`config.mk`:
```
export PLATFORM = sky130hd
export DESIGN_NAME = dpw_backproj
export DESIGN_NICKNAME = d
export VERILOG_FILES = /design/src/hdl/depth_pixel_to_world_point_assert.svh /design/src/hdl/dpw_pkg.sv /design/src/hdl/dpw_backproj.sv
export SDC_FILE = /design/constraint.sdc
export NUM_CORES = 2
export LEC_CHECK = 0
export BUFFER_PORTS_ARGS = -buffer_cell sky130_fd_sc_hd__buf_2
export CAP_MARGIN = 30
export CELL_PAD_IN_SITES_DETAIL_PLACEMENT = 1
export CELL_PAD_IN_SITES_GLOBAL_PLACEMENT = 2
export CORE_ASPECT_RATIO = 1.1
export CORE_MARGIN = 1.5
export CORE_UTILIZATION = 43
export CTS_CLUSTER_SIZE = 25
export DETAILED_ROUTE_END_ITERATION = 8
export MAX_ROUTING_LAYER = met4
export PLACE_DENSITY_LB_ADDON = 0.1
export SYNTH_ARGS = -nofsm -noshare
export SYNTH_HDL_FRONTEND = slang
export SYNTH_SLANG_ARGS = --single-unit
```
`constraint.sdc`:
```
create_clock -name clk_i -period 8.98 [get_ports clk_i]
set_input_delay 1.347 -clock clk_i [delete_from_list [all_inputs] [get_ports clk_i]]
set_output_delay 1.347 -clock clk_i [all_outputs]
set_load 0.01 [all_outputs]
```
`src/hdl/depth_pixel_to_world_point_assert.svh`:
```
// ----------------------------------------------------------------------------
// Assertion macros for the depth back-projection block
// Shared property forms: a same-cycle implication and a fixed-delay response.
// ----------------------------------------------------------------------------
`ifndef DEPTH_PIXEL_TO_WORLD_POINT_ASSERT_SVH
`define DEPTH_PIXEL_TO_WORLD_POINT_ASSERT_SVH

// Check that the consequent holds whenever the antecedent holds
`define DPW_ASSERT_IMP(label, clk, rst_n, ante, cons, msg) \
  label: assert property (@(posedge clk) disable iff (!rst_n) (ante) |-> (cons)) \
    else $error(msg);

// Check that the consequent holds a fixed number of cycles after the antecedent
`define DPW_ASSERT_LAT(label, clk, rst_n, ante, lat, cons, msg) \
  label: assert property (@(posedge clk) disable iff (!rst_n) (ante) |-> ##lat (cons)) \
    else $error(msg);

`endif

```
`src/hdl/dpw_pkg.sv`:
```
// ----------------------------------------------------------------------------
// Depth back-projection package
// Field widths, camera intrinsics, divider constants and the item types.
// ----------------------------------------------------------------------------
package dpw_pkg;

  // Field widths
  localparam int unsigned COL_W      = 10;
  localparam int unsigned ROW_W      = 9;
  localparam int unsigned DEPTH_W    = 16;
  localparam int unsigned COLOR_W    = 8;
  localparam int unsigned COORD_W    = 32;
  localparam int unsigned COEF_W     = 16;
  localparam int unsigned ROW_REG_W  = 48;
  localparam int unsigned CFG_IDX_W  = 3;
  localparam int unsigned CFG_DATA_W = 48;
  localparam int unsigned DIM_W      = 13;

  // Intrinsics, in tenths of a pixel, and depth scale
  localparam int unsigned TENTHS      = 10;
  localparam int unsigned DEPTH_PER_M = 5000;
  localparam int unsigned CX_TENTHS   = 3186;
  localparam int unsigned CY_TENTHS   = 2553;
  localparam int unsigned FX_TENTHS   = 5173;
  localparam int unsigned FY_TENTHS   = 5165;

  // Fraction bits of camera/world coordinates and of rotation coefficients
  localparam int unsigned FRAC_SHIFT = 16;
  localparam int unsigned COEF_FRAC  = 14;

  // Axis slots (rotation rows and translations use the same order)
  localparam int unsigned NUM_AXES = 3;
  localparam int unsigned AXIS_X   = 0;
  localparam int unsigned AXIS_Y   = 1;
  localparam int unsigned AXIS_Z   = 2;

  // Back-projection datapath widths
  localparam int unsigned OFS_W   = 15;  // signed pixel offset in tenths
  localparam int unsigned AMAG_W  = 13;  // offset magnitude
  localparam int unsigned PW      = 29;  // offset magnitude times depth
  localparam int unsigned RECIP_W = 22;
  localparam int unsigned TRIAL_W = PW + RECIP_W;
  localparam int unsigned QUO_W   = 21;
  localparam int unsigned NUM_W   = 46;
  localparam int unsigned CAM_W   = QUO_W + 1;

  // Transform datapath widths
  localparam int unsigned PRODW  = COEF_W + CAM_W;
  localparam int unsigned ACC_W  = 48;
  localparam int unsigned FLO_W  = ACC_W - COEF_FRAC;

  // Divisors per axis and the scaling of their reciprocals
  localparam longint unsigned DIV_DEN [NUM_AXES] = '{
    longint'(DEPTH_PER_M) * longint'(FX_TENTHS),
    longint'(DEPTH_PER_M) * longint'(FY_TENTHS),
    longint'(DEPTH_PER_M)
  };
  localparam int unsigned DIV_SHIFT [NUM_AXES] = '{30, 30, 17};

  // Cycles from an accepted item to its result strobe
  localparam int unsigned PIPE_LAT = 7;

  // Configuration register indices
  typedef enum logic [CFG_IDX_W-1:0] {
    CFG_ROT_FIRST,
    CFG_ROT_SECOND,
    CFG_ROT_THIRD,
    CFG_SHIFT_X,
    CFG_SHIFT_Y,
    CFG_SHIFT_Z
  } cfg_idx_e;

  typedef struct packed {
    logic [COL_W-1:0]   pixel_col;
    logic [ROW_W-1:0]   pixel_row;
    logic [DEPTH_W-1:0] depth_raw;
    logic [COLOR_W-1:0] color_red;
    logic [COLOR_W-1:0] color_green;
    logic [COLOR_W-1:0] color_blue;
  } pixel_t;

  typedef struct packed {
    logic signed [COORD_W-1:0] world_x;
    logic signed [COORD_W-1:0] world_z;
    logic signed [COORD_W-1:0] world_y;
    logic [COLOR_W-1:0]        out_red;
    logic [COLOR_W-1:0]        out_green;
    logic [COLOR_W-1:0]        out_blue;
  } point_t;

  typedef struct packed {
    logic [COLOR_W-1:0] red;
    logic [COLOR_W-1:0] green;
    logic [COLOR_W-1:0] blue;
  } rgb_t;

  // Camera-space point between back-projection and transform
  typedef struct packed {
    logic                             valid;
    logic [NUM_AXES-1:0][CAM_W-1:0]   cam;
    rgb_t                             color;
  } cam_t;

  // Camera pose: rotation rows and translation
  typedef struct packed {
    logic [NUM_AXES-1:0][ROW_REG_W-1:0] rot;
    logic [NUM_AXES-1:0][COORD_W-1:0]   shift;
  } pose_t;

  localparam logic [ROW_REG_W-1:0] ROT_ID_X = ROW_REG_W'(1) << (COEF_FRAC + COEF_W * AXIS_X);
  localparam logic [ROW_REG_W-1:0] ROT_ID_Y = ROW_REG_W'(1) << (COEF_FRAC + COEF_W * AXIS_Y);
  localparam logic [ROW_REG_W-1:0] ROT_ID_Z = ROW_REG_W'(1) << (COEF_FRAC + COEF_W * AXIS_Z);

  // Identity rotation, no translation
  localparam pose_t POSE_RESET = '{rot: {ROT_ID_Z, ROT_ID_Y, ROT_ID_X}, shift: '0};

endpackage

```
`src/hdl/dpw_backproj.sv`:
```
// ----------------------------------------------------------------------------
// Pinhole back-projection pipeline
// Turns column, row and depth into camera X, Y, Z in signed Q6.16 over four stages,
// dividing by the constant intrinsics through reciprocal and remainder fix-up.
// ----------------------------------------------------------------------------
module dpw_backproj (
  input  logic            clk_i,
  input  logic            rst_ni,
  input  logic            valid_i,
  input  dpw_pkg::pixel_t pixel_i,
  output dpw_pkg::cam_t   cam_o
);
  import dpw_pkg::*;

  localparam int unsigned TEN_W = OFS_W - 1;

  // Stage A: offsets and magnitude products
  logic [TEN_W-1:0]         col10, row10;
  logic signed [OFS_W-1:0]  off_x, off_y;
  logic [AMAG_W-1:0]        mag_x, mag_y;
  logic [PW-1:0]            a_p_d   [NUM_AXES];
  logic [NUM_AXES-1:0]      a_neg_d;
  rgb_t                     a_rgb_d;

  logic                     a_vld_q;
  logic [PW-1:0]            a_p_q   [NUM_AXES];
  logic [NUM_AXES-1:0]      a_neg_q;
  rgb_t                     a_rgb_q;

  // Stage B: trial quotient and rounded numerator
  logic [QUO_W-1:0]         b_quo_d [NUM_AXES];
  logic [NUM_W-1:0]         b_num_d [NUM_AXES];
  logic                     b_vld_q;
  logic [QUO_W-1:0]         b_quo_q [NUM_AXES];
  logic [NUM_W-1:0]         b_num_q [NUM_AXES];
  logic [NUM_AXES-1:0]      b_neg_q;
  rgb_t                     b_rgb_q;

  // Stage C: trial quotient times divisor
  logic [NUM_W-1:0]         c_back_d [NUM_AXES];
  logic                     c_vld_q;
  logic [QUO_W-1:0]         c_quo_q  [NUM_AXES];
  logic [NUM_W-1:0]         c_num_q  [NUM_AXES];
  logic [NUM_W-1:0]         c_back_q [NUM_AXES];
  logic [NUM_AXES-1:0]      c_neg_q;
  rgb_t                     c_rgb_q;

  // Stage D: corrected, signed camera coordinate
  logic [CAM_W-1:0]         d_cam_d [NUM_AXES];
  logic                     d_vld_q;
  logic [CAM_W-1:0]         d_cam_q [NUM_AXES];
  rgb_t                     d_rgb_q;

  // Offset from the principal point, magnitude times depth
  always_comb begin
    col10 = TEN_W'(pixel_i.pixel_col) * TEN_W'(TENTHS);
    row10 = TEN_W'(pixel_i.pixel_row) * TEN_W'(TENTHS);
    off_x = $signed({1'b0, col10}) - $signed(OFS_W'(CX_TENTHS));
    off_y = $signed({1'b0, row10}) - $signed(OFS_W'(CY_TENTHS));
    mag_x = off_x[OFS_W-1] ? AMAG_W'(-off_x) : AMAG_W'(off_x);
    mag_y = off_y[OFS_W-1] ? AMAG_W'(-off_y) : AMAG_W'(off_y);

    a_p_d[AXIS_X]   = PW'(mag_x) * PW'(pixel_i.depth_raw);
    a_p_d[AXIS_Y]   = PW'(mag_y) * PW'(pixel_i.depth_raw);
    a_p_d[AXIS_Z]   = PW'(pixel_i.depth_raw);
    a_neg_d         = '0;
    a_neg_d[AXIS_X] = off_x[OFS_W-1];
    a_neg_d[AXIS_Y] = off_y[OFS_W-1];

    a_rgb_d.red   = pixel_i.color_red;
    a_rgb_d.green = pixel_i.color_green;
    a_rgb_d.blue  = pixel_i.color_blue;
  end

  // Per-axis constant division: round(p * 2^16 / den), ties away from zero
  for (genvar ax = 0; ax < NUM_AXES; ax++) begin : g_div
    localparam longint unsigned DEN   = DIV_DEN[ax];
    localparam int unsigned     SHIFT = DIV_SHIFT[ax];
    localparam longint unsigned RECIP = (64'd1 << (SHIFT + FRAC_SHIFT)) / DEN;
    localparam longint unsigned HALF  = DEN / 2;

    logic [TRIAL_W-1:0] trial;
    logic [NUM_W-1:0]   rem;
    logic [QUO_W-1:0]   quo_fix;

    // Trial quotient undershoots the exact one by at most one
    assign trial = (TRIAL_W'(a_p_q[ax]) * TRIAL_W'(RECIP_W'(RECIP)))
                 + (TRIAL_W'(1) << (SHIFT - 1));
    assign b_quo_d[ax] = QUO_W'(trial >> SHIFT);
    assign b_num_d[ax] = (NUM_W'(a_p_q[ax]) << FRAC_SHIFT) + NUM_W'(HALF);

    assign c_back_d[ax] = NUM_W'(b_quo_q[ax]) * NUM_W'(DEN);

    // Bump the quotient when the remainder still holds a whole divisor
    assign rem         = c_num_q[ax] - c_back_q[ax];
    assign quo_fix     = c_quo_q[ax] + QUO_W'(rem >= NUM_W'(DEN));
    assign d_cam_d[ax] = c_neg_q[ax] ? CAM_W'(-$signed({1'b0, quo_fix}))
                                     : CAM_W'({1'b0, quo_fix});
  end

  // Advance the valid bits
  always_ff @(posedge clk_i or negedge rst_ni) begin
    if (!rst_ni) begin
      a_vld_q <= 1'b0;
      b_vld_q <= 1'b0;
      c_vld_q <= 1'b0;
      d_vld_q <= 1'b0;
    end else begin
      a_vld_q <= valid_i;
      b_vld_q <= a_vld_q;
      c_vld_q <= b_vld_q;
      d_vld_q <= c_vld_q;
    end
  end

  // Advance the payload
  always_ff @(posedge clk_i) begin
    a_p_q    <= a_p_d;
    a_neg_q  <= a_neg_d;
    a_rgb_q  <= a_rgb_d;
    b_quo_q  <= b_quo_d;
    b_num_q  <= b_num_d;
    b_neg_q  <= a_neg_q;
    b_rgb_q  <= a_rgb_q;
    c_quo_q  <= b_quo_q;
    c_num_q  <= b_num_q;
    c_back_q <= c_back_d;
    c_neg_q  <= b_neg_q;
    c_rgb_q  <= b_rgb_q;
    d_cam_q  <= d_cam_d;
    d_rgb_q  <= c_rgb_q;
  end

  // Pack the camera-space item
  always_comb begin
    cam_o.valid = d_vld_q;
    cam_o.color = d_rgb_q;
    for (int ax = 0; ax < NUM_AXES; ax++) begin
      cam_o.cam[ax] = d_cam_q[ax];
    end
  end

endmodule

```
==> results.sh <==
export IMPL_syn_area_mm2=0.0782
export IMPL_synth_area_leaders="fa_1, ha_1, dfxtp_1"
export IMPL_fp_dieW_um=410
export IMPL_crit_type="primary input to flip-flop"
export IMPL_std_cell_rows=163
export IMPL_fin_crit_sh=0.954
export IMPL_cap_violations=0
export IMPL_drt_iter0_drc=2098
export IMPL_synth_top_cell_by_area="fa_1"
export IMPL_grt_pass1_vias=62200
export IMPL_synth_seq_cells=628
export IMPL_dp_slack_ns=-0.939
export IMPL_synth_top_area_frac=0.296
export IMPL_grt_max_degree=27
export IMPL_hold_viol_final=0
export IMPL_clockBufferDepth=3
export IMPL_die_area_mm2=0.184
export IMPL_start_util=0.434
export IMPL_clk_pin_slew_ns=0.05
export IMPL_root_buffer="clkbuf_16"
export IMPL_setup_ws_ns=0.417
export IMPL_synth_most_common_cell="inv_1"
export IMPL_path_max_fanout=7
export IMPL_worstMarginPinSlew_ns=0.813
export IMPL_drc=0
export IMPL_core_mm2=0.180
export IMPL_drv_slew=0
export IMPL_syn_to_final_growth_pct=10.2
export IMPL_die_h_um=450
export IMPL_synthArstFlopShare=0.00637
export IMPL_cpPeakStageDelay_ns=0.56
export IMPL_cts_tree="built"
export IMPL_fin_util=0.478
export IMPL_seq_area_frac_synth=0.161
export IMPL_routed_wire_length_per_instance_um=19.5
export IMPL_yosysWarnings=0
export IMPL_worst_setup_path_end_kind="flip-flop"
export IMPL_io_buffers=151
export IMPL_ys_flop_type="dfxtp_1"
export IMPL_holdWs_ns=0.319
export IMPL_clock_latency_ns=0.68
export IMPL_antenna_left=0
export IMPL_cp_arrival_ns=9.17
export IMPL_worst_path_max_delay_cell="fa_1"
export IMPL_nets=10900
export IMPL_clock_fmax_ghz=0.117
export IMPL_fill_cells=20400
export IMPL_fin_skew_ns=0.0368
export IMPL_synth_cell_types=110
export IMPL_antenna_found_initial=11
export IMPL_cts_sinks=628
export IMPL_totalWireLength_um=211000
export IMPL_grt_pass1_wl_um=341000
export IMPL_dp_hpwl_um=182000
export IMPL_status="completed"
export IMPL_crit_top_cell="fa_1"
export IMPL_gp_congestion=0.904
export IMPL_io_pins=153
export IMPL_hold_path_class="flip-flop to flip-flop"
export IMPL_first_pass_iters=5
export IMPL_cts_htree_levels=3
export IMPL_viasPerCell=5.07
export IMPL_cts_buffers=75
export IMPL_track_usage=0.243
export IMPL_syn_inst=7991
export IMPL_avgSynthCellArea_um2=9.78
export IMPL_startpoint_type="primary input"
export IMPL_synth_common_cells="inv_1, ha_1, fa_1, dfxtp_1, nand2_1"
export IMPL_fin_crit_ns=8.56
export IMPL_synth_fp_nets=10600
export IMPL_overflow=0
export IMPL_synth_edff_count=0
export IMPL_drive_gt1_frac=0.0728
export IMPL_critPathRequiredTime_ns=9.59
export IMPL_vias=54800
export IMPL_max_slew_margin=0.457
export IMPL_finalSetupViolations=0
==> cell usage in the layout, fill, tap and decap left out, types with 10 or more instances in the layout <==
cell type	count
a31oi_1	29
bufinv_16	10
ha_1	1368
clkbuf_16	76
dfxtp_1	624
o21bai_1	50
or2_2	15
nand3_1	131
nand2b_1	61
xor2_1	134
a21o_1	99
o22ai_1	17
nand2_1	461
a31o_2	11
mux2i_1	15
and3_1	52
nor3b_1	10
nor3_1	86
nor2b_1	83
buf_4	216
o21ai_1	14
nand3b_1	16
inv_1	1850
and4_1	10
o211ai_1	17
or3_1	32
and2_1	118
a211oi_1	31
fa_1	1154
o21a_1	46
xnor2_1	357
nand4_1	50
nor2_1	257
o31ai_1	27
a21oi_1	245
o21ai_0	164
buf_2	151
nor4_1	17
==> path summary, 6_finish.rpt <==
check                      cells past startpoint  slack [ns]           to   startpoint
min reg2reg                                    0        0.32  c_num_q[81]  b_num_q[81]
min                                            0        0.32  c_num_q[81]  b_num_q[81]
min in group asynchronous                      1        0.46      b_vld_q       rst_ni
max                                           37        0.42    a_p_q[81]  pixel_i[50]
max reg2reg                                   25        0.62  b_quo_q[41]    a_p_q[31]
max in group asynchronous                      1        8.40      c_vld_q       rst_ni
==> registers in the layout, summed over array words and instances, names as in the netlist, 2 cells and up <==
register  cells
b_rgb_q      24
a_p_q        72
c_rgb_q      24
a_rgb_q      24
c_num_q      75
c_quo_q      63
b_neg_q       2
c_neg_q       2
cam_o        89
a_neg_q       2
b_quo_q      63
b_num_q      75
c_back_q    109
==> routing by layer <==
metal,track usage,part of all wire
met5,-,0
met4,0.0602,0.024
met3,0.0256,0.033
met2,0.403,0.48
met1,0.317,0.47
==> final cells by class <==
class | instances | area [um2] | share of cell area
antenna | 4 | 10.0 | 0.000116
clock buffer | 89 | 2010 | 0.0233
clock inverter | 48 | 669 | 0.00777
inverter | 1852 | 6950 | 0.0807
multi-input combinational | 5413 | 58400 | 0.678
sequential | 628 | 12600 | 0.146
tap | 2392 | 2990 | 0.0347
timing repair buffer | 374 | 2490 | 0.0290
==> cell families after synthesis <==
family,share of synthesized area
buf+inv,0.0938
mux,0.00264
other cells,0.0000480
simple gates,0.0930
fa+ha+maj,0.515
xor+xnor,0.0560
flops,0.161
compound gates,0.0785
==> worst max-delay path: cells and delay by family <==
kind	cells	cell delay, ns
xor+xnor	3	0.37
fa+ha+maj	9	3.68
simple gates	10	1.54
compound gates	7	1.36
buf+inv	8	0.86
==> per-stage QoR <==
stage	TNS [ns]	cell area [um2]	cells
global route	-0.0601	86200	10800
floorplan	0	78300	7991
finish	0	86200	10800
global placement	-5.17	83300	10700
CTS	0	86000	10800
detailed placement	-9.04	83300	10700
==> repair_timing <==
item | in CTS | in global routing
gates resized for setup | 8 | 31
pin swaps | 3 | 19
endpoints found under the setup margin | 5 | 13
buffers inserted | 4 | 3
hold buffers | 0 | 0
Power is left out: the tool's default activity adds up to more than one toggle a clock period on the data nets, which glitch-free logic cannot reach.
